## config.mk

```make
export PLATFORM = sky130hd
export DESIGN_NAME = rpc_record_mark_deframer_flat
export DESIGN_NICKNAME = d
export VERILOG_FILES = /design/src/sv/rmd_pkg.sv /design/src/sv/rmd_if.sv /design/src/sv/rmd_in_stage.sv /design/src/sv/rmd_parse.sv /design/src/sv/rmd_out_reg.sv /design/src/sv/rpc_record_mark_deframer.sv /design/src/flat_wrapper.sv
export SDC_FILE = /design/constraint.sdc
export NUM_CORES = 1
export LEC_CHECK = 0
export BUFFER_PORTS_ARGS = -buffer_cell sky130_fd_sc_hd__buf_2
export CORE_MARGIN = 8
export CORE_UTILIZATION = 40
export DETAILED_ROUTE_END_ITERATION = 10
export SYNTH_ARGS = -nofsm -noshare
export SYNTH_HDL_FRONTEND = slang
export SYNTH_HIERARCHICAL = 1
export SYNTH_SLANG_ARGS = --single-unit
```

## constraint.sdc

```tcl
create_clock -name clk -period 6.25 [get_ports clk]
set_input_delay 0.3125 -clock clk [delete_from_list [all_inputs] [get_ports clk]]
set_output_delay 0.3125 -clock clk [all_outputs]
set_load 0.1 [all_outputs]
```

## src/sv/rmd_pkg.sv

```systemverilog
// ----------------------------------------------------------------------------
// rmd_pkg
// Shared types and constants of the RPC record-mark deframer.
// ----------------------------------------------------------------------------
package rmd_pkg;

  localparam int unsigned ByteW   = 8;
  localparam int unsigned LenW    = 31;
  localparam int unsigned CountW  = 32;
  localparam int unsigned ShiftW  = 24;
  localparam int unsigned IdxW    = 2;

  localparam logic [LenW-1:0]   LEN_MASK  = 31'h7FFF_FFFF;
  localparam logic [CountW-1:0] COUNT_MAX = 32'hFFFF_FFFF;
  localparam logic [IdxW-1:0]   IDX_LAST  = 2'd3;

  typedef struct packed {
    logic [ByteW-1:0]  payload_byte;
    logic              byte_present;
    logic              message_end;
    logic [CountW-1:0] message_length;
  } result_t;

  // One step of the parser: whether it produces a result, and the result.
  typedef struct packed {
    logic    emit;
    result_t res;
  } parse_out_t;

endpackage

```

## src/sv/rmd_if.sv

```systemverilog
// ----------------------------------------------------------------------------
// rmd_if
// Valid/ready channels of the deframer: the byte stream in, the results out.
// ----------------------------------------------------------------------------
interface rmd_in_if;
  logic       valid;
  logic       ready;
  logic [7:0] stream_byte;

  modport source (output valid, output stream_byte, input ready);
  modport sink   (input valid, input stream_byte, output ready);
endinterface

interface rmd_out_if;
  logic        valid;
  logic        ready;
  logic [7:0]  payload_byte;
  logic        byte_present;
  logic        message_end;
  logic [31:0] message_length;

  modport source (output valid, output payload_byte, output byte_present,
                  output message_end, output message_length, input ready);
  modport sink   (input valid, input payload_byte, input byte_present,
                  input message_end, input message_length, output ready);
endinterface

```

## src/sv/rmd_in_stage.sv

```systemverilog
// ----------------------------------------------------------------------------
// rmd_in_stage
// Input register: captures one stream byte per transfer.
// ----------------------------------------------------------------------------
module rmd_in_stage (
  input  logic                       clk,
  input  logic                       rst,
  input  logic                       in_vld,
  input  logic [rmd_pkg::ByteW-1:0]  in_data,
  output logic                       in_rdy,
  input  logic                       take,
  output logic                       held_vld,
  output logic [rmd_pkg::ByteW-1:0]  held_data
);

  logic                      valid;
  logic [rmd_pkg::ByteW-1:0] data;

  assign in_rdy    = !valid || take;
  assign held_vld  = valid;
  assign held_data = data;

  always_ff @(posedge clk) begin
    if (rst) begin
      valid <= 1'b0;
    end else if (in_rdy) begin
      valid <= in_vld;
    end
  end

  always_ff @(posedge clk) begin
    if (in_rdy && in_vld) begin
      data <= in_data;
    end
  end

endmodule

```

## src/sv/rmd_parse.sv

```systemverilog
// ----------------------------------------------------------------------------
// rmd_parse
// Record-mark parser: collects markers, counts fragment and message bytes.
// ----------------------------------------------------------------------------
module rmd_parse (
  input  logic                      clk,
  input  logic                      rst,
  input  logic                      step,
  input  logic [rmd_pkg::ByteW-1:0] data,
  output rmd_pkg::parse_out_t       pout
);

  logic [rmd_pkg::IdxW-1:0]   marker_byte_index, marker_byte_index_next;
  logic [rmd_pkg::ShiftW-1:0] marker_shift, marker_shift_next;
  logic                       in_payload, in_payload_next;
  logic [rmd_pkg::LenW-1:0]   fragment_remaining, fragment_remaining_next;
  logic                       fragment_is_last, fragment_is_last_next;
  logic [rmd_pkg::CountW-1:0] message_count, message_count_next;

  logic [rmd_pkg::CountW-1:0] count_inc;
  logic [rmd_pkg::LenW-1:0]   rem_dec;
  logic [rmd_pkg::LenW-1:0]   marker_len;
  logic                       marker_last;

  assign count_inc   = (message_count == rmd_pkg::COUNT_MAX) ? message_count
                                                             : message_count + 1'b1;
  assign rem_dec     = (fragment_remaining - 1'b1) & rmd_pkg::LEN_MASK;
  assign marker_len  = {marker_shift[rmd_pkg::ShiftW-2:0], data};
  assign marker_last = marker_shift[rmd_pkg::ShiftW-1];

  always_comb begin
    marker_byte_index_next  = marker_byte_index;
    marker_shift_next       = marker_shift;
    in_payload_next         = in_payload;
    fragment_remaining_next = fragment_remaining;
    fragment_is_last_next   = fragment_is_last;
    message_count_next      = message_count;
    pout                    = '0;

    if (!in_payload) begin
      if (marker_byte_index != rmd_pkg::IDX_LAST) begin
        marker_shift_next      = {marker_shift[rmd_pkg::ShiftW-rmd_pkg::ByteW-1:0], data};
        marker_byte_index_next = marker_byte_index + 1'b1;
      end else begin
        marker_byte_index_next = '0;
        marker_shift_next      = '0;
        if (marker_len == '0) begin
          // empty last fragment closes the message without a byte
          if (marker_last) begin
            pout.emit               = 1'b1;
            pout.res.message_end    = 1'b1;
            pout.res.message_length = message_count;
            message_count_next      = '0;
          end
        end else begin
          in_payload_next         = 1'b1;
          fragment_remaining_next = marker_len;
          fragment_is_last_next   = marker_last;
        end
      end
    end else begin
      message_count_next      = count_inc;
      fragment_remaining_next = rem_dec;
      pout.emit               = 1'b1;
      pout.res.payload_byte   = data;
      pout.res.byte_present   = 1'b1;
      pout.res.message_length = count_inc;
      if (rem_dec == '0) begin
        in_payload_next       = 1'b0;
        fragment_is_last_next = 1'b0;
        pout.res.message_end  = fragment_is_last;
        if (fragment_is_last) begin
          message_count_next = '0;
        end
      end
    end
  end

  always_ff @(posedge clk) begin
    if (rst) begin
      marker_byte_index  <= '0;
      marker_shift       <= '0;
      in_payload         <= 1'b0;
      fragment_remaining <= '0;
      fragment_is_last   <= 1'b0;
      message_count      <= '0;
    end else if (step) begin
      marker_byte_index  <= marker_byte_index_next;
      marker_shift       <= marker_shift_next;
      in_payload         <= in_payload_next;
      fragment_remaining <= fragment_remaining_next;
      fragment_is_last   <= fragment_is_last_next;
      message_count      <= message_count_next;
    end
  end

endmodule

```

## src/sv/rmd_out_reg.sv

```systemverilog
// ----------------------------------------------------------------------------
// rmd_out_reg
// Result register: holds one result until the sink takes the transfer.
// ----------------------------------------------------------------------------
module rmd_out_reg (
  input  logic                clk,
  input  logic                rst,
  input  logic                load,
  input  rmd_pkg::result_t    res_in,
  output logic                room,
  rmd_out_if.source           result
);

  logic             valid;
  rmd_pkg::result_t res;

  assign room                  = !valid || result.ready;
  assign result.valid          = valid;
  assign result.payload_byte   = res.payload_byte;
  assign result.byte_present   = res.byte_present;
  assign result.message_end    = res.message_end;
  assign result.message_length = res.message_length;

  always_ff @(posedge clk) begin
    if (rst) begin
      valid <= 1'b0;
    end else if (room) begin
      valid <= load;
    end
  end

  always_ff @(posedge clk) begin
    if (room && load) begin
      res <= res_in;
    end
  end

endmodule

```

## src/sv/rpc_record_mark_deframer.sv

```systemverilog
// ----------------------------------------------------------------------------
// rpc_record_mark_deframer
// Strips RPC record markers from a byte stream and delivers message bytes.
// ----------------------------------------------------------------------------
// One stream byte is taken per clock when the result side keeps up; a byte
// passes an input register and then the result register, and its result is
// valid once the result register has loaded it. Per byte the parser does one
// 32-bit saturating increment and one 31-bit decrement and zero compare, which
// sets the clock path. Marker bytes and empty non-last fragments give no
// result; an empty last fragment gives one result with byte_present low.
module rpc_record_mark_deframer (
  input  logic      clk,
  input  logic      rst,
  rmd_in_if.sink    stream,
  rmd_out_if.source result
);

  logic                      held_vld;
  logic [rmd_pkg::ByteW-1:0] held_data;
  logic                      room;
  logic                      step;
  rmd_pkg::parse_out_t       pout;

  assign step = held_vld && room;

  rmd_in_stage u_in (
    .clk       (clk),
    .rst       (rst),
    .in_vld    (stream.valid),
    .in_data   (stream.stream_byte),
    .in_rdy    (stream.ready),
    .take      (step),
    .held_vld  (held_vld),
    .held_data (held_data)
  );

  rmd_parse u_parse (
    .clk  (clk),
    .rst  (rst),
    .step (step),
    .data (held_data),
    .pout (pout)
  );

  rmd_out_reg u_out (
    .clk    (clk),
    .rst    (rst),
    .load   (step && pout.emit),
    .res_in (pout.res),
    .room   (room),
    .result (result)
  );

`ifndef SYNTHESIS
  a_empty_is_end: assert property (@(posedge clk) disable iff (rst)
    result.valid && !result.byte_present |-> result.message_end)
    else $error("result without a byte must close a message");

  a_len_nonzero: assert property (@(posedge clk) disable iff (rst)
    result.valid && result.byte_present |-> result.message_length != 32'd0)
    else $error("payload byte with zero message length");

  a_stall_held: assert property (@(posedge clk) disable iff (rst)
    !stream.ready |-> held_vld && !room)
    else $error("input stalled without a held byte blocked by the result side");

  a_reset_empty: assert property (@(posedge clk) disable iff (rst)
    $past(rst) |-> !result.valid && !held_vld)
    else $error("pipeline not empty after reset");
`endif

endmodule

```

## src/flat_wrapper.sv

```systemverilog
// flat-port wrapper written by rule: the top's interface ports become plain ports
module rpc_record_mark_deframer_flat 
  (clk, rst, stream_valid, stream_stream_byte, stream_ready, result_valid, result_payload_byte, result_byte_present, result_message_end, result_message_length, result_ready);
  rmd_in_if stream_i ();
  rmd_out_if result_i ();
  input  logic clk;
  input  logic rst;
  input wire logic [$bits(stream_i.valid)-1:0] stream_valid;
  input wire logic [$bits(stream_i.stream_byte)-1:0] stream_stream_byte;
  output wire logic [$bits(stream_i.ready)-1:0] stream_ready;
  output wire logic [$bits(result_i.valid)-1:0] result_valid;
  output wire logic [$bits(result_i.payload_byte)-1:0] result_payload_byte;
  output wire logic [$bits(result_i.byte_present)-1:0] result_byte_present;
  output wire logic [$bits(result_i.message_end)-1:0] result_message_end;
  output wire logic [$bits(result_i.message_length)-1:0] result_message_length;
  input wire logic [$bits(result_i.ready)-1:0] result_ready;
  assign stream_i.valid = stream_valid;
  assign stream_i.stream_byte = stream_stream_byte;
  assign stream_ready = stream_i.ready;
  assign result_valid = result_i.valid;
  assign result_payload_byte = result_i.payload_byte;
  assign result_byte_present = result_i.byte_present;
  assign result_message_end = result_i.message_end;
  assign result_message_length = result_i.message_length;
  assign result_i.ready = result_ready;
  rpc_record_mark_deframer u_core (.clk(clk), .rst(rst), .stream(stream_i), .result(result_i));
endmodule
```

After elaboration in Yosys (flattened, before gate mapping)
Index checks and enable logic that the tools add are counted.
{"block": "classes", "mux": 30, "eq_ne": 5, "n_addsub": 3, "bitwise_logic": 1, "reduce_logical": 16}
{"operator": "$mux 32", "count": 7}
{"operator": "$mux 33", "count": 4}
{"operator": "$mux 31", "count": 3}
{"operator": "$logic_not 31->1", "count": 2}
{"operator": "$add 32x1->32 const B", "count": 1}
{"operator": "$eq 32x32->1 const B", "count": 1}
{"operator": "$sub 31x1->31 const B", "count": 1}
{"operator": "$mux 24", "count": 1}
{"operator": "$mux 1", "count": 14}
{"operator": "$reduce_and 4->1", "count": 2}
{"operator": "$ne 2x2->1 const B", "count": 3}
{"operator": "$logic_and 1x1->1", "count": 4}
{"operator": "$reduce_bool 2->1", "count": 2}
{"operator": "$reduce_and 3->1", "count": 1}
{"operator": "$add 2x1->2 const B", "count": 1}
{"operator": "$logic_not 1->1", "count": 2}
{"operator": "$logic_or 1x1->1", "count": 2}
{"operator": "$mux 2", "count": 1}
{"operator": "$ne 2x1->1 const B", "count": 1}
{"operator": "$reduce_and 2->1", "count": 1}
{"operator": "$not 1->1", "count": 1}
{"block": "word_totals", "inputBits": 12, "ff_bits": 143}

Longest topological paths before layout
{"block": "depth", "ltp_word": 6, "mapped_depth": 12, "ltp_nobuf": 10}

Hierarchy
Netlist, hierarchy kept.
{"module": "rmd_parse", "cells_per_inst": 893, "area_per_inst_um2": 6276.0, "seq_area_each_um2": 1821.7, "instances": 1}
{"module": "rmd_out_reg", "cells_per_inst": 47, "area_per_inst_um2": 1316.3, "seq_area_each_um2": 1281.2, "instances": 1}
{"module": "rmd_in_stage", "cells_per_inst": 13, "area_per_inst_um2": 295.3, "seq_area_each_um2": 260.2, "instances": 1}
{"module": "rpc_record_mark_deframer", "cells_per_inst": 2, "area_per_inst_um2": 12.5, "seq_area_each_um2": 0.0, "instances": 1}

Worst setup path before layout
No wires, ideal clock.
{"block": "synth_timing", "kind": "register -> register", "startpoint": "register u_core/u_parse/fragment_remaining[0] (netlist bit)", "endpoint": "register u_core/u_parse/message_count[24] (netlist bit)", "period_less_slack_ns": 3.056, "t_required_ns": 6.120, "stages_incl_launch_ff": 13, "arrival_ns": 2.926, "path_slack_ns": 3.194, "cell_sequence": "dfxtp_1 > inv_1 > ha_1 > or3b_2 > nor4_1 > xor2_1 > nor4b_1 > o211ai_1 > or4_1 > buf_4 > buf_6 > a32oi_1 > o31ai_1"}
{"block": "synth_between", "elab_chain_len": 4}
{"element": "from (decl)", "line": "rmd_parse.sv:16", "rtl": "logic [rmd_pkg::LenW-1:0] fragment_remaining, fragment_remaining_next;"}
{"element": "from (signal assigned)", "line": "rmd_parse.sv:91", "rtl": "fragment_remaining <= fragment_remaining_next;"}
{"element": "$sub 31x1->31", "line": "rmd_parse.sv:27", "rtl": "assign rem_dec = (fragment_remaining - 1'b1) & rmd_pkg::LEN_MASK;"}
{"element": "$logic_not 31->1", "line": "rmd_parse.sv:68", "rtl": "if (rem_dec == '0) begin"}
{"element": "$mux 32", "line": "rmd_parse.sv:68"}
{"element": "$mux 32", "line": "rmd_parse.sv:40", "rtl": "if (!in_payload) begin"}
{"element": "to (signal assigned)", "line": "rmd_parse.sv:93", "rtl": "message_count <= message_count_next;"}
{"element": "to (decl)", "line": "rmd_parse.sv:18", "rtl": "logic [rmd_pkg::CountW-1:0] message_count, message_count_next;"}
Every way passes these cells.
A chain may end at the register's enable or synchronous reset.

Worst setup path after layout
{"block": "layout_timing", "startpoint": "register u_core/u_parse/fragment_remaining[0] (netlist bit)", "endpoint": "register u_core/u_parse/message_count[31] (netlist bit)"}
Same word-level chain as after synthesis.

==> flow_summary.yaml <==
status:
  outcome: "complete, no violations"
pwr:
  seq_power_share_pct: 45.9
  power_frac_comb_pct: 3.9
  clockPowerShare_pct: 50.1
  swShare_pct: 21.9
  p_per_area_nw_per_um2: 241
  power.switching_uw: 467
  internal_power_uw: 1670
  ir_drop_mv: 0.181
  p_leak_uw: 0.00291
logic_synthesis:
  synth.area.mux_share_pct: 0.903
  synth_seq_cells: 143
  synth_top_flop_cell: "dfxtp_1"
  syn_area_um2: 7900
  postSynth.asyncResetShare_pct: 0
  ys_seq_area_share_pct: 42.6
  yosys.area_share.simple_pct: 29.1
  synth_top_family_by_area: "simple AND/OR/NAND/NOR gates"
  avgSynthCellArea_um2: 8.27
  synth.distinct_cells: 64
  synthCells: 955
  yosysWarnings: 6
  synth_nets: 971
  synth-xor-area-share_pct: 3.66
  synth_fa_ha_area_share_pct: 0.634
  synth-compound-area-share_pct: 18.0
  synth-edff-count: 50
route:
  ant_nets: 0
  wire_per_inst_um: 17.4
  viasPerCell: 5.67
  drc: 0
  route.vias.total: 7019
  wl_um: 21600
  dr.pass1.iters: 5
  dr.first_iter.drc_count: 614
worst_hold_path:
  hold_path.class: "in2reg"
sta:
  min_period_ps: 3680
  hold_ws_ps: 65.0
  setup_viol: 0
  final-hold-violation-count: 0
  drv_slew: 0
  fin_skew_ps: 8.22
  grt_setup_unrepaired: "no"
  timing.fmax_mhz: 271
  max_slew.worst_pin.slew_ps: 1120
  min_period_over_period_pct: 58.9
  slew_headroom_pct: 25.2
  finalSetupTns_ps: 0
clocking:
  clk_pin_slew_worst_paths_ps: 60
  htreeDepth: 4
  cts-resized-gates: 0
  clock-sinks: 143
  cts-root-buf: "clkbuf_16"
  post_cts_buffers: 0
  clk_latency_ps: 420
  cts.path.max_buffers: 2
  cts_tree: "yes"
  cts_made_buffers: 17
  cts_hold_buf: 0
critical_path:
  arrival_ps: 3960
  crit_slowest_cell: "nor4b_1"
  max_stage_delay_ps: 520
  critical_path_required_ps: 6530
  critPathBufInv: 2
  setup.worst_path.end_class: "flop"
  cp_max_fo: 37
  path_cells: "inv_1, ha_1, nor3b_1, nand3_1, nor4b_1, xnor2_1, nand4_1, or4_1, buf_4, nand2_2, o22ai_1"
  crit_path_start_kind: "flop"
  critical_path_class: "reg2reg"
  path_delay_family: "simple AND/OR/NAND/NOR gates"
placement:
  port_buffers: 55
  gp_congestion: 0.873
  place_hpwl_um: 14300
layout:
  fin_nets: 975
  fillers: 1956
  area_delta_synth_final_pct: 12.2
  drive_above_1_share_pct: 11.9
  final_util_pct: 45.7
  diodes: 0
grt:
  overflow: 0
  grt_pass1_wl_um: 35300
  grt_pass1_vias: 6462
  grtUsageTotal_pct: 18.0
  antenna_found_initial: 0
  grt_max_degree: 79
floorplanning:
  fp.dieH_um: 157
  die_area_um2: 24500
  start_util_pct: 40.7
  fp.dieW_um: 157
  core_um2: 19400
  row_count: 51
  io_pins: 56
job:
  drv_cap: 0
layout make-up:
type,count,area [µm²],share of cell area [%]
Clock inverter,9,131,1.48
Sequential cell,143,3370,38.0
Timing Repair Buffer,65,350,3.95
Multi-Input combinational cell,716,4140,46.7
Tap cell,265,332,3.74
Inverter,16,60.1,0.677
Clock buffer,23,489,5.52
metal layers:
layer | up-vias | wire length [µm] | GRT usage, %
li1 | 3490 | - | -
met1 | 3326 | 9920 | 23.4
met2 | 172 | 10200 | 29.1
met3 | 31 | 1020 | 3.45
met4 | 0 | 440 | 6.68
met5 | - | 0 | 0
cells in the final DEF (no fill, tap or decap), types with 13 or more instances in the layout:
| cell | instances |
|---|---|
| dfxtp_1 | 92 |
| clkbuf_16 | 18 |
| nand3_1 | 24 |
| and3_1 | 20 |
| a21oi_1 | 68 |
| edfxtp_1 | 50 |
| and2_1 | 15 |
| xor2_1 | 15 |
| inv_1 | 15 |
| a32oi_1 | 19 |
| o31ai_1 | 15 |
| nand4_1 | 23 |
| nor2_1 | 90 |
| a22oi_1 | 13 |
| or3_1 | 13 |
| buf_2 | 55 |
| nor4_1 | 18 |
| xnor2_1 | 18 |
| o21ai_0 | 61 |
| nand2_1 | 117 |
| nor3_1 | 41 |
| nor3b_1 | 24 |
cell usage after synthesis, types with 18 or more instances:
library cell	number	area [µm²]
nand2_1	117	439
dfxtp_1	93	1860
nor2_1	90	338
a21oi_1	68	340
o21ai_0	62	310
clkbuf_1	61	229
edfxtp_1	50	1500
nor3_1	41	205
nand3_1	24	120
nor3b_1	24	180
nand4_1	23	144
and3_1	20	125
a32oi_1	19	166
nor4_1	18	113
xnor2_1	18	158
registers in the layout, indices dropped and copies added, names as in the netlist:
register	count
u_core/u_parse/marker_shift	24
u_core/u_in/held_vld	1
u_core/u_out/result.byte_present	1
u_core/u_out/result.valid	1
u_core/u_out/result.payload_byte	8
u_core/u_out/result.message_end	1
u_core/u_in/held_data	8
u_core/u_parse/message_count	32
u_core/u_parse/in_payload	1
u_core/u_parse/fragment_is_last	1
u_core/u_parse/marker_byte_index	2
u_core/u_parse/fragment_remaining	31
u_core/u_out/result.message_length	32
cells by family after synthesis:
group / count (synthesis)
AO/OA/AOI/OAI: 232
adder cells (fa/ha/maj): 4
XOR/XNOR: 33
AND/OR/NAND/NOR: 440
buffers and inverters: 96
flip-flops: 143
multiplexers: 7
worst paths after layout:
| path | start | endpoint | slack [ps] | cells after the start |
|---|---|---|---|---|
| setup / recovery | u_core/u_parse/fragment_remaining[0]$_SDFFE_PP0P_ | u_core/u_parse/message_count[31]$_SDFFE_PP0P_ | 2570 | 11 |
| hold / removal | stream_stream_byte[4] | u_core/u_in/held_data[4]$_DFFE_PP_ | 60 | 1 |
| setup reg to reg | u_core/u_parse/fragment_remaining[0]$_SDFFE_PP0P_ | u_core/u_parse/message_count[31]$_SDFFE_PP0P_ | 2570 | 11 |
| hold reg to reg | u_core/u_parse/marker_byte_index[1]$_SDFFE_PP0P_ | u_core/u_parse/marker_byte_index[1]$_SDFFE_PP0P_ | 480 | 2 |
through the flow:
step	setup WS, ps	power, µW	area, µm²	instances
finish	2570	2130	8870	1237
detailed placement	2590	1080	8250	1205
global placement	2670	1080	8250	1205
CTS	2600	2150	8870	1237
global route	2240	2200	8870	1237
floorplan	3190	1060	7900	955
worst reg2reg max path: stages (launching register included):
cell,delay [ps]
dfxtp_1,350
inv_1,100
ha_1,250
nor3b_1,390
nand3_1,180
nor4b_1,520
xnor2_1,210
nand4_1,180
or4_1,440
buf_4,270
nand2_2,470
o22ai_1,170
power groups by stage:
stage	Clock [µW]	Combinational (µW)	Sequential [µW]
after global routing	1130	92.3	981
after CTS	1090	84.7	980
final	1070	84.2	980
after detailed placement	0	84.1	1000
after floorplan	0	59.2	997
after global placement	0	84.1	1000
Note: power is estimated with default switching activity, not from simulation.
